**src/hdl/sorted_priority_queue_unit_defines.svh**
```systemverilog
// assertion macros shared by the sorted priority queue rtl
`ifndef SORTED_PRIORITY_QUEUE_UNIT_DEFINES_SVH
`define SORTED_PRIORITY_QUEUE_UNIT_DEFINES_SVH

// same-cycle implication, checked on clock, off while reset is high
`define SPQ_ASSERT_IMP(lbl, ante, cons, msg) \
   lbl: assert property (@(posedge clock) disable iff (reset) (ante) |-> (cons)) \
      else $error(msg);

// next-cycle implication, checked on clock, off while reset is high
`define SPQ_ASSERT_NXT(lbl, ante, cons, msg) \
   lbl: assert property (@(posedge clock) disable iff (reset) (ante) |=> (cons)) \
      else $error(msg);

`endif

```
**src/hdl/spq_pkg.sv**
```systemverilog
// package with the types and constants of the sorted priority queue
`timescale 1ns / 1ps

package spq_pkg;

   localparam int DEPTH     = 16;
   localparam int TAG_BITS  = 16;
   localparam int PRIO_BITS = 16;
   localparam int CNT_BITS  = $clog2(DEPTH + 1);

   typedef enum logic [1:0] {
      CMD_ENQUEUE = 2'd0,
      CMD_DEQUEUE = 2'd1,
      CMD_CHANGE  = 2'd2,
      CMD_CLEAR   = 2'd3
   } cmd_type;

   typedef enum logic [1:0] {
      ST_OK       = 2'd0,
      ST_EMPTY    = 2'd1,
      ST_FULL     = 2'd2,
      ST_NOTFOUND = 2'd3
   } status_type;

   typedef enum logic [1:0] {
      CELL_HOLD,
      CELL_INSERT,
      CELL_REMOVE,
      CELL_SHIFT
   } cell_op_type;

   typedef struct packed {
      logic [TAG_BITS-1:0]  tag;
      logic [PRIO_BITS-1:0] prio;
   } entry_type;

   typedef struct packed {
      cell_op_type          op;
      logic [TAG_BITS-1:0]  tag;
      logic [PRIO_BITS-1:0] prio;
   } cell_ctrl_type;

endpackage

```
**src/hdl/spq_if.sv**
```systemverilog
// request and response channel interfaces of the sorted priority queue
`timescale 1ns / 1ps

interface spq_req_if;
   import spq_pkg::*;

   logic                        valid;
   logic                        ready;
   cmd_type                     cmd;
   logic [TAG_BITS-1:0]         tag;
   logic signed [PRIO_BITS-1:0] prio;

   modport source (output valid, output cmd, output tag, output prio, input ready);
   modport sink   (input valid, input cmd, input tag, input prio, output ready);
endinterface

interface spq_rsp_if;
   import spq_pkg::*;

   logic                        valid;
   logic                        ready;
   logic [TAG_BITS-1:0]         out_tag;
   logic signed [PRIO_BITS-1:0] out_prio;
   logic [CNT_BITS-1:0]         fill;
   status_type                  status;

   modport source (output valid, output out_tag, output out_prio, output fill,
                   output status, input ready);
   modport sink   (input valid, input out_tag, input out_prio, input fill,
                   input status, output ready);
endinterface

```
**src/hdl/sorted_priority_queue_unit.sv**
```systemverilog
// Sorted priority queue built as a chain of entry cells.
// Usage:
//   req_if carries one command per beat: cmd (enqueue, dequeue, change
//   priority, clear), tag and prio. rsp_if returns exactly one beat per
//   command: out_tag/out_prio (the removed entry on a good dequeue, else the
//   head after the command, zero when empty), fill and status.
// Timing:
//   enqueue, dequeue and clear update the count and the chain at the
//   accepting edge; the response register loads in S_REPORT once it is free.
//   change priority of a held tag makes two passes of the chain: one pass
//   removes the first entry with the tag, a second pass (S_INSERT) inserts
//   it with the new priority; an absent tag goes straight to S_REPORT. Every
//   cell compares against the broadcast key and moves one entry to or from
//   a neighbor in the same pass, so the chain length does not add passes.
// Reset:
//   synchronous, active high; the queue comes out empty and no response is
//   pending. Entry storage itself is not cleared.
// Backpressure:
//   the response waits in its output register while rsp_if.ready is low;
//   one more command is taken meanwhile and held until the register frees.
`timescale 1ns / 1ps
`include "sorted_priority_queue_unit_defines.svh"

module sorted_priority_queue_unit (
   input  logic      clock,
   input  logic      reset,
   spq_req_if.sink   req_if,
   spq_rsp_if.source rsp_if
);
   import spq_pkg::*;

   typedef enum logic [1:0] {
      S_IDLE,
      S_INSERT,
      S_REPORT
   } state_type;

   state_type                   state_ff;
   state_type                   state_in;
   logic [CNT_BITS-1:0]         count_ff;
   logic [CNT_BITS-1:0]         count_in;
   logic [TAG_BITS-1:0]         tag_ff;
   logic [PRIO_BITS-1:0]        prio_ff;
   status_type                  status_ff;
   status_type                  status_in;
   logic                        have_ff;
   logic                        have_in;
   entry_type                   dq_ff;
   logic                        rsp_valid_ff;
   logic [TAG_BITS-1:0]         out_tag_ff;
   logic [PRIO_BITS-1:0]        out_prio_ff;
   logic [CNT_BITS-1:0]         fill_ff;
   status_type                  out_status_ff;

   cell_ctrl_type               cell_ctrl;
   entry_type                   cell_entry  [DEPTH];
   logic                        cell_before [DEPTH];
   logic                        cell_found  [DEPTH];
   logic                        cell_occ    [DEPTH];

   logic                        accept;
   logic                        full;
   logic                        empty;
   logic                        rsp_free;

   assign req_if.ready = (state_ff == S_IDLE) && !reset;
   assign accept       = req_if.valid && req_if.ready;
   assign full         = count_ff == CNT_BITS'(DEPTH);
   assign empty        = count_ff == '0;
   assign rsp_free     = !rsp_valid_ff || rsp_if.ready;

   // the chain of cells, each told by the count whether it holds an entry
   for (genvar i = 0; i < DEPTH; i++) begin : g_cell
      entry_type left_entry;
      logic      left_before;
      entry_type right_entry;
      logic      found_in;

      assign cell_occ[i] = CNT_BITS'(i) < count_ff;

      if (i == 0) begin : g_head
         assign left_entry  = '0;
         assign left_before = 1'b1;
         assign found_in    = 1'b0;
      end else begin : g_body
         assign left_entry  = cell_entry[i-1];
         assign left_before = cell_before[i-1];
         assign found_in    = cell_found[i-1];
      end

      if (i == DEPTH - 1) begin : g_tail
         assign right_entry = cell_entry[i];
      end else begin : g_inner
         assign right_entry = cell_entry[i+1];
      end

      spq_cell u_cell (
         .clock       (clock),
         .ctrl        (cell_ctrl),
         .occupied    (cell_occ[i]),
         .left_entry  (left_entry),
         .left_before (left_before),
         .right_entry (right_entry),
         .found_in    (found_in),
         .entry       (cell_entry[i]),
         .ahead       (cell_before[i]),
         .found_out   (cell_found[i])
      );
   end

   // command decode: what the chain does this cycle and how the count moves
   always_comb begin
      cell_ctrl.op   = CELL_HOLD;
      cell_ctrl.tag  = req_if.tag;
      cell_ctrl.prio = req_if.prio;
      count_in       = count_ff;
      state_in       = state_ff;
      status_in      = status_ff;
      have_in        = have_ff;

      case (state_ff)
         S_IDLE: begin
            if (accept) begin
               state_in  = S_REPORT;
               status_in = ST_OK;
               have_in   = 1'b0;
               case (req_if.cmd)
                  CMD_ENQUEUE: begin
                     if (full) begin
                        status_in = ST_FULL;
                     end else begin
                        cell_ctrl.op = CELL_INSERT;
                        count_in     = count_ff + 1'b1;
                     end
                  end
                  CMD_DEQUEUE: begin
                     if (empty) begin
                        status_in = ST_EMPTY;
                     end else begin
                        cell_ctrl.op = CELL_SHIFT;
                        have_in      = 1'b1;
                        count_in     = count_ff - 1'b1;
                     end
                  end
                  CMD_CHANGE: begin
                     // last cell's found flag covers the whole chain
                     if (!cell_found[DEPTH-1]) begin
                        status_in = ST_NOTFOUND;
                     end else begin
                        cell_ctrl.op = CELL_REMOVE;
                        count_in     = count_ff - 1'b1;
                        state_in     = S_INSERT;
                     end
                  end
                  default: begin
                     count_in = '0;
                  end
               endcase
            end
         end
         S_INSERT: begin
            // second pass of change priority, key from the held beat
            cell_ctrl.op   = CELL_INSERT;
            cell_ctrl.tag  = tag_ff;
            cell_ctrl.prio = prio_ff;
            count_in       = count_ff + 1'b1;
            state_in       = S_REPORT;
         end
         S_REPORT: begin
            if (rsp_free) begin
               state_in = S_IDLE;
            end
         end
         default: begin
            state_in = S_IDLE;
         end
      endcase
   end

   // control state
   always_ff @(posedge clock) begin
      if (reset) begin
         state_ff     <= S_IDLE;
         count_ff     <= '0;
         rsp_valid_ff <= 1'b0;
      end else begin
         state_ff <= state_in;
         count_ff <= count_in;
         if (state_ff == S_REPORT && rsp_free) begin
            rsp_valid_ff <= 1'b1;
         end else if (rsp_if.ready) begin
            rsp_valid_ff <= 1'b0;
         end
      end
   end

   // held beat, removed head and the response payload
   always_ff @(posedge clock) begin
      status_ff <= status_in;
      have_ff   <= have_in;
      if (accept) begin
         tag_ff  <= req_if.tag;
         prio_ff <= req_if.prio;
         dq_ff   <= cell_entry[0];
      end
      if (state_ff == S_REPORT && rsp_free) begin
         fill_ff       <= count_ff;
         out_status_ff <= status_ff;
         if (have_ff) begin
            out_tag_ff  <= dq_ff.tag;
            out_prio_ff <= dq_ff.prio;
         end else if (!empty) begin
            out_tag_ff  <= cell_entry[0].tag;
            out_prio_ff <= cell_entry[0].prio;
         end else begin
            out_tag_ff  <= '0;
            out_prio_ff <= '0;
         end
      end
   end

   assign rsp_if.valid    = rsp_valid_ff;
   assign rsp_if.out_tag  = out_tag_ff;
   assign rsp_if.out_prio = out_prio_ff;
   assign rsp_if.fill     = fill_ff;
   assign rsp_if.status   = out_status_ff;

   `SPQ_ASSERT_NXT(a_accept_busy, accept, state_ff != S_IDLE, "accepted beat left queue idle")
   `SPQ_ASSERT_IMP(a_full_fill, rsp_valid_ff && out_status_ff == ST_FULL,
                   fill_ff == CNT_BITS'(DEPTH), "full status with room left")
   `SPQ_ASSERT_IMP(a_empty_zero, rsp_valid_ff && out_status_ff == ST_EMPTY,
                   fill_ff == '0 && out_tag_ff == '0 && out_prio_ff == '0,
                   "empty status with data")
   `SPQ_ASSERT_IMP(a_insert_room, state_ff == S_INSERT, count_ff < CNT_BITS'(DEPTH),
                   "reinsert without a free slot")
   `SPQ_ASSERT_NXT(a_dequeue_count, accept && req_if.cmd == CMD_DEQUEUE && !empty,
                   count_ff == $past(count_ff) - 1'b1, "dequeue did not drop the count")

endmodule

```
**src/hdl/spq_cell.sv**
```systemverilog
// one slot of the sorted chain: holds an entry and trades with its neighbors
`timescale 1ns / 1ps

module spq_cell (
   input  logic                  clock,
   input  spq_pkg::cell_ctrl_type ctrl,
   input  logic                  occupied,
   input  spq_pkg::entry_type    left_entry,
   input  logic                  left_before,
   input  spq_pkg::entry_type    right_entry,
   input  logic                  found_in,
   output spq_pkg::entry_type    entry,
   output logic                  ahead,
   output logic                  found_out
);
   import spq_pkg::*;

   entry_type entry_ff;
   entry_type entry_in;
   entry_type new_entry;
   logic      prio_less;
   logic      prio_equal;
   logic      match;

   assign new_entry.tag  = ctrl.tag;
   assign new_entry.prio = ctrl.prio;

   // strict key order: smaller priority first, then smaller tag
   assign prio_less  = $signed(entry_ff.prio) < $signed(ctrl.prio);
   assign prio_equal = entry_ff.prio == ctrl.prio;
   assign ahead      = occupied && (prio_less || (prio_equal && entry_ff.tag < ctrl.tag));

   assign match     = occupied && (entry_ff.tag == ctrl.tag);
   assign found_out = found_in || match;

   always_comb begin
      case (ctrl.op)
         CELL_INSERT: begin
            if (ahead) begin
               entry_in = entry_ff;
            end else if (left_before) begin
               entry_in = new_entry;
            end else begin
               entry_in = left_entry;
            end
         end
         CELL_REMOVE: entry_in = found_out ? right_entry : entry_ff;
         CELL_SHIFT:  entry_in = right_entry;
         default:     entry_in = entry_ff;
      endcase
   end

   always_ff @(posedge clock) begin
      entry_ff <= entry_in;
   end

   assign entry = entry_ff;

endmodule
```
**src/flat_wrapper.sv**
```systemverilog
// flat-port wrapper written by rule: the top's interface ports become plain ports
module sorted_priority_queue_unit_flat import spq_pkg::*;
  (clock, reset, req_if_valid, req_if_cmd, req_if_tag, req_if_prio, req_if_ready, rsp_if_valid, rsp_if_out_tag, rsp_if_out_prio, rsp_if_fill, rsp_if_status, rsp_if_ready);
  spq_req_if req_if_i ();
  spq_rsp_if rsp_if_i ();
  input  logic clock;
  input  logic reset;
  input wire logic [$bits(req_if_i.valid)-1:0] req_if_valid;
  input wire logic [$bits(req_if_i.cmd)-1:0] req_if_cmd;
  input wire logic [$bits(req_if_i.tag)-1:0] req_if_tag;
  input wire logic [$bits(req_if_i.prio)-1:0] req_if_prio;
  output wire logic [$bits(req_if_i.ready)-1:0] req_if_ready;
  output wire logic [$bits(rsp_if_i.valid)-1:0] rsp_if_valid;
  output wire logic [$bits(rsp_if_i.out_tag)-1:0] rsp_if_out_tag;
  output wire logic [$bits(rsp_if_i.out_prio)-1:0] rsp_if_out_prio;
  output wire logic [$bits(rsp_if_i.fill)-1:0] rsp_if_fill;
  output wire logic [$bits(rsp_if_i.status)-1:0] rsp_if_status;
  input wire logic [$bits(rsp_if_i.ready)-1:0] rsp_if_ready;
  assign req_if_i.valid = req_if_valid;
  assign req_if_i.cmd = req_if_cmd;
  assign req_if_i.tag = req_if_tag;
  assign req_if_i.prio = req_if_prio;
  assign req_if_ready = req_if_i.ready;
  assign rsp_if_valid = rsp_if_i.valid;
  assign rsp_if_out_tag = rsp_if_i.out_tag;
  assign rsp_if_out_prio = rsp_if_i.out_prio;
  assign rsp_if_fill = rsp_if_i.fill;
  assign rsp_if_status = rsp_if_i.status;
  assign rsp_if_i.ready = rsp_if_ready;
  sorted_priority_queue_unit u_core (.clock(clock), .reset(reset), .req_if(req_if_i), .rsp_if(rsp_if_i));
endmodule
```
**config.mk**
```make
export PLATFORM = sky130hd
export DESIGN_NAME = sorted_priority_queue_unit_flat
export DESIGN_NICKNAME = d
export VERILOG_FILES = /design/src/hdl/spq_pkg.sv /design/src/hdl/spq_if.sv /design/src/hdl/sorted_priority_queue_unit.sv /design/src/hdl/spq_cell.sv /design/src/flat_wrapper.sv
export VERILOG_INCLUDE_DIRS = /design/src /design/src/hdl
export SDC_FILE = /design/constraint.sdc
export NUM_CORES = 2
export LEC_CHECK = 0
export BUFFER_PORTS_ARGS = -buffer_cell sky130_fd_sc_hd__buf_2
export CAP_MARGIN = 15
export CORE_UTILIZATION = 55
export DETAILED_ROUTE_END_ITERATION = 12
export PLACE_DENSITY = 0.72
export SYNTH_ARGS = -nofsm -noshare
export SYNTH_HDL_FRONTEND = slang
export SYNTH_SLANG_ARGS = --single-unit
```
**constraint.sdc**
```tcl
create_clock -name clock -period 7.4 [get_ports clock]
set_clock_uncertainty 0.05 [all_clocks]
set_input_delay 1.11 -clock clock [delete_from_list [all_inputs] [get_ports clock]]
set_output_delay 1.11 -clock clock [all_outputs]
set_load 0.05 [all_outputs]
```
== Yosys cells after proc, flatten, opt, wreduce, memory -nomap -nowiden ==
Cells that the tools add are included.
Widths: inputs -> output; s select.

* Eq/ne operators: 75
* Div/mod/pow operators: 0
* Bitwise logic cells: 1
* $lt $le $gt $ge: 48
* Multiply operators: 0
* Mux-type cells: 89
* Reductions and logical operators: 110
* Add/sub/neg operators: 2
* Shifts and indexed selects: 0

{| class="wikitable"
|+ Operator list
! cell !! number
|-
| $mux 32 || 46
|-
| $pmux 32 s3 || 15
|-
| $eq 16x16->1 || 32
|-
| $lt 16x16->1 || 32
|-
| $mux 16 || 4
|-
| $ne 2x2->1 const B || 30
|-
| $logic_and 1x1->1 || 51
|-
| $reduce_and 3->1 || 15
|-
| $lt 4x5->1 const A || 8
|-
| $logic_or 1x1->1 || 32
|-
| $lt 3x5->1 const A || 4
|-
| $mux 5 || 4
|-
| $mux 2 || 9
|-
| $pmux 2 s3 || 3
|-
| $pmux 5 s3 || 1
|-
| $lt 1x5->1 const A || 2
|-
| $lt 2x5->1 const A || 2
|-
| $pmux 5 s2 || 1
|-
| $ne 3x3->1 const B || 3
|-
| $eq 2x2->1 const B || 4
|-
| $eq 2x1->1 const B || 3
|-
| $reduce_and 2->1 || 3
|-
| $add 5x1->5 const B || 1
|-
| $eq 5x5->1 const B || 1
|-
| 11 further kinds || 19
|}

* Bits in read-only memories: 0
* Register bits: 626
* Output and inout port bits: 41
* RAM bits: 0
* Input port bits: 38
* Logic and storage cells: 370
* Bits in latches: 0
* Memories: 0

== Logic depth before layout (Yosys ltp) ==
* Depth in word-level cells: 26
* Mapped depth: 19

== Modules after synthesis ==
Synthesis repeated with hierarchy kept, for this count alone.

* Cell total of the unflattened synthesis: 4611
* Area, all modules: 44436.4 um^2

{| class="wikitable"
|+ By module, submodules not included
! module !! instances !! area an instance (um^2) !! seq. area each (um^2) !! cells each
|-
| spq_cell (u_core.g_cell[0].u_cell ...) || 15 || 2471.1 || 960.9 || 261
|-
| sorted_priority_queue_unit || 1 || 4909.7 || 3343.2 || 438
|-
| spq_cell (u_core.g_cell[9].u_cell) || 1 || 2459.9 || 960.9 || 258
|}

== Least setup slack after synthesis ==
Ideal clock, no wire load.

* Kind: input-to-reg
* Start: input reset
* End: register u_core.g_cell[0].u_cell.entry_ff, in the netlist u_core.g_cell[0].u_cell.entry[0], enable pin
* Data arrival time: 7.090 ns
* Setup slack: -0.206 ns
* Setup time: 0.466 ns
* Cell stages on the path: 8
* Required time: 6.884 ns
* Buffers on the path: 1
* Path through: nor3_1 nand2_1 inv_1 nand2b_1 a221oi_1 nor2_1 clkbuf_1 o21ai_0

* Word-level cells in the longest chain between the ends: 8

{| class="wikitable"
|+ Ends and longest elaborated chain
! item !! line !! RTL
|-
| from (decl) || flat_wrapper.sv:7 || <nowiki>input logic reset;</nowiki>
|-
| $logic_not 1->1 * || sorted_priority_queue_unit.sv:66 || <nowiki>assign req_if.ready = (state_ff == S_IDLE) && !reset;</nowiki>
|-
| $logic_and 1x1->1 * || sorted_priority_queue_unit.sv:66 ||
|-
| $logic_and 1x1->1 * || sorted_priority_queue_unit.sv:67 || <nowiki>assign accept = req_if.valid && req_if.ready;</nowiki>
|-
| named net u_core.accept || sorted_priority_queue_unit.sv:61 || <nowiki>logic accept;</nowiki>
|-
| $mux 2 * || sorted_priority_queue_unit.sv:123 || <nowiki>if (accept) begin</nowiki>
|-
| $pmux 2 s2 * || sorted_priority_queue_unit.sv:121 || <nowiki>case (state_ff)</nowiki>
|-
| $eq 2x2->1 or $eq 2x1->1 (tied branches) || spq_cell.sv:37 || <nowiki>case (ctrl.op)</nowiki>
|-
| $ne 2x2->1 (no line) or $reduce_bool 3->1 (tied branches) || -- ||
|-
| $reduce_and 3->1 (no line) * || -- ||
|-
| to (signal assigned) || spq_cell.sv:54 || <nowiki>entry_ff <= entry_in;</nowiki>
|-
| to (decl) || spq_cell.sv:18 || <nowiki>entry_type entry_ff;</nowiki>
|}

Mark *: on every way through the listed nets, which the timed path passes. The rest lies on a longest branch.
A chain may end at the register's enable or synchronous reset.

== Worst setup path after layout ==
* Start: register u_core.state_ff[1]
* End: register u_core.g_cell[10].u_cell.entry_ff, in the netlist u_core.g_cell[10].u_cell.entry[30], enable pin

* Word-level cells in the longest chain between the ends: 26

{| class="wikitable"
|+ Ends and longest elaborated chain
! item !! line !! RTL
|-
| from (decl) || sorted_priority_queue_unit.sv:38 || <nowiki>state_type state_ff;</nowiki>
|-
| from (signal assigned) || sorted_priority_queue_unit.sv:187 || <nowiki>state_ff <= state_in;</nowiki>
|-
| $eq 2x1->1 || sorted_priority_queue_unit.sv:121 ||
|-
| $mux 32 || sorted_priority_queue_unit.sv:121 ||
|-
| $eq 16x16->1 || spq_cell.sv:33 || <nowiki>assign match = occupied && (entry_ff.tag == ctrl.tag);</nowiki>
|-
| $logic_and 1x1->1 || spq_cell.sv:33 ||
|-
| $logic_or 1x1->1 (15 in series) || spq_cell.sv:34 || <nowiki>assign found_out = found_in || match;</nowiki>
|-
| $mux 2 || sorted_priority_queue_unit.sv:147 || <nowiki>if (!cell_found[DEPTH-1]) begin</nowiki>
|-
| $pmux 2 s3 || sorted_priority_queue_unit.sv:127 || <nowiki>case (req_if.cmd)</nowiki>
|-
| $mux 2 || sorted_priority_queue_unit.sv:123 ||
|-
| $pmux 2 s2 || sorted_priority_queue_unit.sv:121 ||
|-
| $eq 2x2->1 or $eq 2x1->1 (tied branches) || spq_cell.sv:37 ||
|-
| $ne 2x2->1 (no line) or $reduce_bool 3->1 (tied branches) || -- ||
|-
| $reduce_and 3->1 (no line) * || -- ||
|-
| to (signal assigned) || spq_cell.sv:54 ||
|-
| to (decl) || spq_cell.sv:18 ||
|}

Every way passes the cells marked *; elsewhere a longest branch is shown, timed or not.

==> impl_metrics.yaml <==
synthesis:
  main_combinational_cell_family_by_area_after_synthesis: "adder cells"
  synth-async-reset-ratio: 0
  yosys-mux-area-fraction: 0.1081
  synth.yosys.seq_area_share: 0.4459
  synth_compound_gate_area_share: 0.1425
  synth.yosys.warnings: 0
  post_synth_num_cell_types: 80
  post_synth_xor_area_fraction: 0.0004173
  synth_adder_area_share: 0.1550
  yosys.area.top_type: "sky130_fd_sc_hd__edfxtp_1"
  synthSimpleGateAreaFrac: 0.1166
  synthCells: 4047
  yosys-top-cells-area: "sky130_fd_sc_hd__edfxtp_1 (44%), sky130_fd_sc_hd__ha_1 (15%), sky130_fd_sc_hd__mux2i_1 (11%), sky130_fd_sc_hd__o21ai_0 (6.2%), sky130_fd_sc_hd__nand2_1 (6.1%)"
  synthesis.area_sq_um: 41980
  syn-num-nets: 4605
  edff_count_synth: 618
  yosys_register_bits: 626
  synth_top_flop_cell: "sky130_fd_sc_hd__edfxtp_1"
  average_instance_area_after_synthesis_sq_um: 10.37
  yosysTopAreaCellShare: 0.4421
clocking:
  clock_insertion_delay_worst_skew_ns: 0.64
  ctsRootBufferMaster: "sky130_fd_sc_hd__clkbuf_16"
  number_of_buffers_inserted_during_clock_tree_synthesis: 72
  cts_hold_buffers: 0
  cts_sinks: 626
  max-clock-path-buffers: 3
  number_of_buffers_inserted_by_post_cts_setup_repair: 0
  tritoncts: "done"
  clk_pin_slew_ns: 0.06
  cts_htree_levels: 3
  ctsResizeCount: 0
pwr:
  power_mw: 8.783
  power.net_switching_mw: 2.284
  internal_power_mw: 6.499
  cellLeakagePower_nw: 17.30
  power_frac_clock: 0.418
  max-vdd-ir-drop_uv: 133.9
  comb_power_share: 0.124
  swShare: 0.2601
  power_per_cell_area_nw_per_um2: 189.9
  seq_power_share: 0.458
worst_setup_path:
  cpLargestDelayFamily: "simple AND/OR/NAND/NOR gates"
  cp_max_fo: 32
  cp.buffers_inverters: 3
  worst_setup_path_start_kind: "flip-flop"
  timing.critical_path.cells: "nand2b_2 > buf_4 > nand2_1 > nand2_1 > inv_1 > ha_1 > nand4_1 > nor3_1 > nand3_1 > a31oi_1 > o31ai_1 > a31oi_4 > o21bai_1 > o21a_1 > buf_4"
  crit_arrival_ns: 6.70
  end_kind: "flip-flop"
  worstSetupPathType: "flip-flop to flip-flop"
  cp_slowest_stage_delay_ns: 0.73
  timing.critical_path.slowest_stage_cell: "sky130_fd_sc_hd__a31oi_4"
  cp_data_required_time_ns: 7.67
timing:
  final.setup.worst_slack_ns: 0.9726
  final_min_period_over_clock_period: 0.8686
  relSlewSlack: 0.2841
  setup_viol: 0
  final-hold-violation-count: 0
  maxClockFrequency_mhz: 155.6
  final_period_minus_worst_setup_slack_ns: 6.427
  max_slew.worst_pin.slew_ns: 1.072
  final.hold.worst_slack_ns: 0.3663
  totalNegativeSetupSlack_ns: 0
  slew_viol_final: 0
  grt_setup_unrepaired: "no"
die:
  design.core.area_sq_um: 74950
  dieWidth_um: 278.3
  dieArea_sq_um: 77440
  start_util: 0.5601
  core.rowCount: 100
  pin_count: 79
  die_height_um: 278.3
detailed_routing:
  wirelength_met1_mm: 52.62
  met3_wirelength_mm: 9.472
  drcViolationCount: 0
  vias_per_cell: 6.497
  top_signal_layer_used: "met4"
  route.antenna.remaining_nets: 0
  route.vias.total: 33260
  dr.pass1.iters: 5
  met2_wirelength_mm: 57.05
  totalWireLength_mm: 122.9
  drtIter0Drc: 3367
  routed_length_per_placed_instance_um: 24.00
final_layout:
  drive_gt1_frac: 0.08263
  layout_commonest_cell: "sky130_fd_sc_hd__nand2_1"
  postLayoutCellArea_sq_um: 46240
  most-common-layout-cells: "sky130_fd_sc_hd__nand2_1 (681), sky130_fd_sc_hd__edfxtp_1 (618), sky130_fd_sc_hd__o21ai_0 (521)"
  syn_to_final_growth_pct: 10.16
  final_nets: 4652
  nFillCells: 6074
  diodes: 0
outcome:
  run_status: "complete, no violations"
global_routing:
  groute.usage.overall: 0.3143
  grt_pass1_wl_mm: 188.9
  number_of_global_route_vias_before_repair: 32690
  grt_start_max_net_pins: 182
  overflow: 0
  initial_antenna_violation_count: 0
placed_design:
  pre_cts_slack_ns: 1.088
  hpwlAfterDp_mm: 91.20
  buffer_ports.inserted: 78
  placement.cell_area_sq_um: 43890
  finalWeightedCongestion: 0.9616
worst_hold_path:
  path_class_of_the_lowest_slack_min_delay_path: "flip-flop to flip-flop"
run:
  max_cap_violations: 0
## stage by stage
stage / util / cells
after floorplan: - / 4047
after global placement: 0.5856 / 4989
after detailed placement: 0.5856 / 4989
after CTS: 0.6170 / 5120
after global routing: 0.6170 / 5120
final: 0.6170 / 5120
## per-layer routing
metal,track usage,vias to the layer above
met5,0,-
met4,0.1109,0
met3,0.03878,250
met2,0.5052,1439
met1,0.4377,16240
li1,-,15330
## state kept, by name (all words and copies together) (netlist names)
name / count
u_core.rsp_if.valid: 1
u_core.count_ff: 5
u_core.dq_ff: 32
u_core.prio_ff: 16
u_core.g_cell.u_cell.entry: 512
u_core.rsp_if.fill: 5
u_core.status_ff: 2
u_core.rsp_if.out_tag: 16
u_core.rsp_if.status: 2
u_core.rsp_if.out_prio: 16
u_core.state_ff: 2
u_core.have_ff: 1
u_core.tag_ff: 16
## cell usage after synthesis, types with 10 or more instances
library cell / number
sky130_fd_sc_hd__inv_1: 104
sky130_fd_sc_hd__o31ai_1: 12
sky130_fd_sc_hd__clkbuf_1: 139
sky130_fd_sc_hd__buf_2: 63
sky130_fd_sc_hd__ha_1: 520
sky130_fd_sc_hd__o211ai_1: 19
sky130_fd_sc_hd__a211oi_1: 23
sky130_fd_sc_hd__mux2i_1: 450
sky130_fd_sc_hd__a2111oi_0: 17
sky130_fd_sc_hd__nor4_1: 10
sky130_fd_sc_hd__nor3_1: 32
sky130_fd_sc_hd__nor2_1: 125
sky130_fd_sc_hd__nor2b_1: 35
sky130_fd_sc_hd__a31oi_1: 20
sky130_fd_sc_hd__nand2_1: 681
sky130_fd_sc_hd__o21ai_1: 45
sky130_fd_sc_hd__edfxtp_1: 618
sky130_fd_sc_hd__nand3_1: 51
sky130_fd_sc_hd__a21o_1: 51
sky130_fd_sc_hd__nand4_1: 84
sky130_fd_sc_hd__o21ai_0: 522
sky130_fd_sc_hd__a21oi_1: 169
sky130_fd_sc_hd__nand2b_1: 17
sky130_fd_sc_hd__o21a_1: 23
sky130_fd_sc_hd__a22o_1: 36
sky130_fd_sc_hd__and3_1: 15
## final cells by class
cell class / instances / area (sq um) / area share
Clock buffer: 86 / 1876 / 0.04056
Clock inverter: 45 / 481.7 / 0.01042
Inverter: 104 / 390.4 / 0.008442
Multi-Input combinational cell: 3100 / 22240 / 0.4808
Sequential cell: 626 / 18720 / 0.4048
Tap cell: 969 / 1212 / 0.02622
Timing Repair Buffer: 190 / 1331 / 0.02879
## cells by family after synthesis
kind of cell	count (synthesis)
and+or+nand+nor	1108
buffers and inverters	321
muxes	453
adders and majority gates	520
xor gates and xnor gates	2
DFF	626
AOI/OAI and AO/OA	1017
## power groups by stage
stage	clock network [mW]	logic, mW	registers, mW
floorplan	0	0.697	4.10
global placement	0	1.03	4.10
detailed placement	0	1.06	4.10
CTS	3.70	1.07	4.02
global route	3.83	1.18	4.03
finish	3.67	1.09	4.02
## final timing paths
path                                     startpoint                                  to  slack [ns]  cells past startpoint
worst max-delay path             u_core.state_ff[1]  u_core.g_cell[10].u_cell.entry[30]        0.97                     15
worst min-delay path            u_core.status_ff[1]             u_core.rsp_if.status[1]        0.37                      0
worst max register to register   u_core.state_ff[1]  u_core.g_cell[10].u_cell.entry[30]        0.97                     15
worst min register to register  u_core.status_ff[1]             u_core.rsp_if.status[1]        0.37                      0
Note: power is estimated with default switching activity, not from simulation.
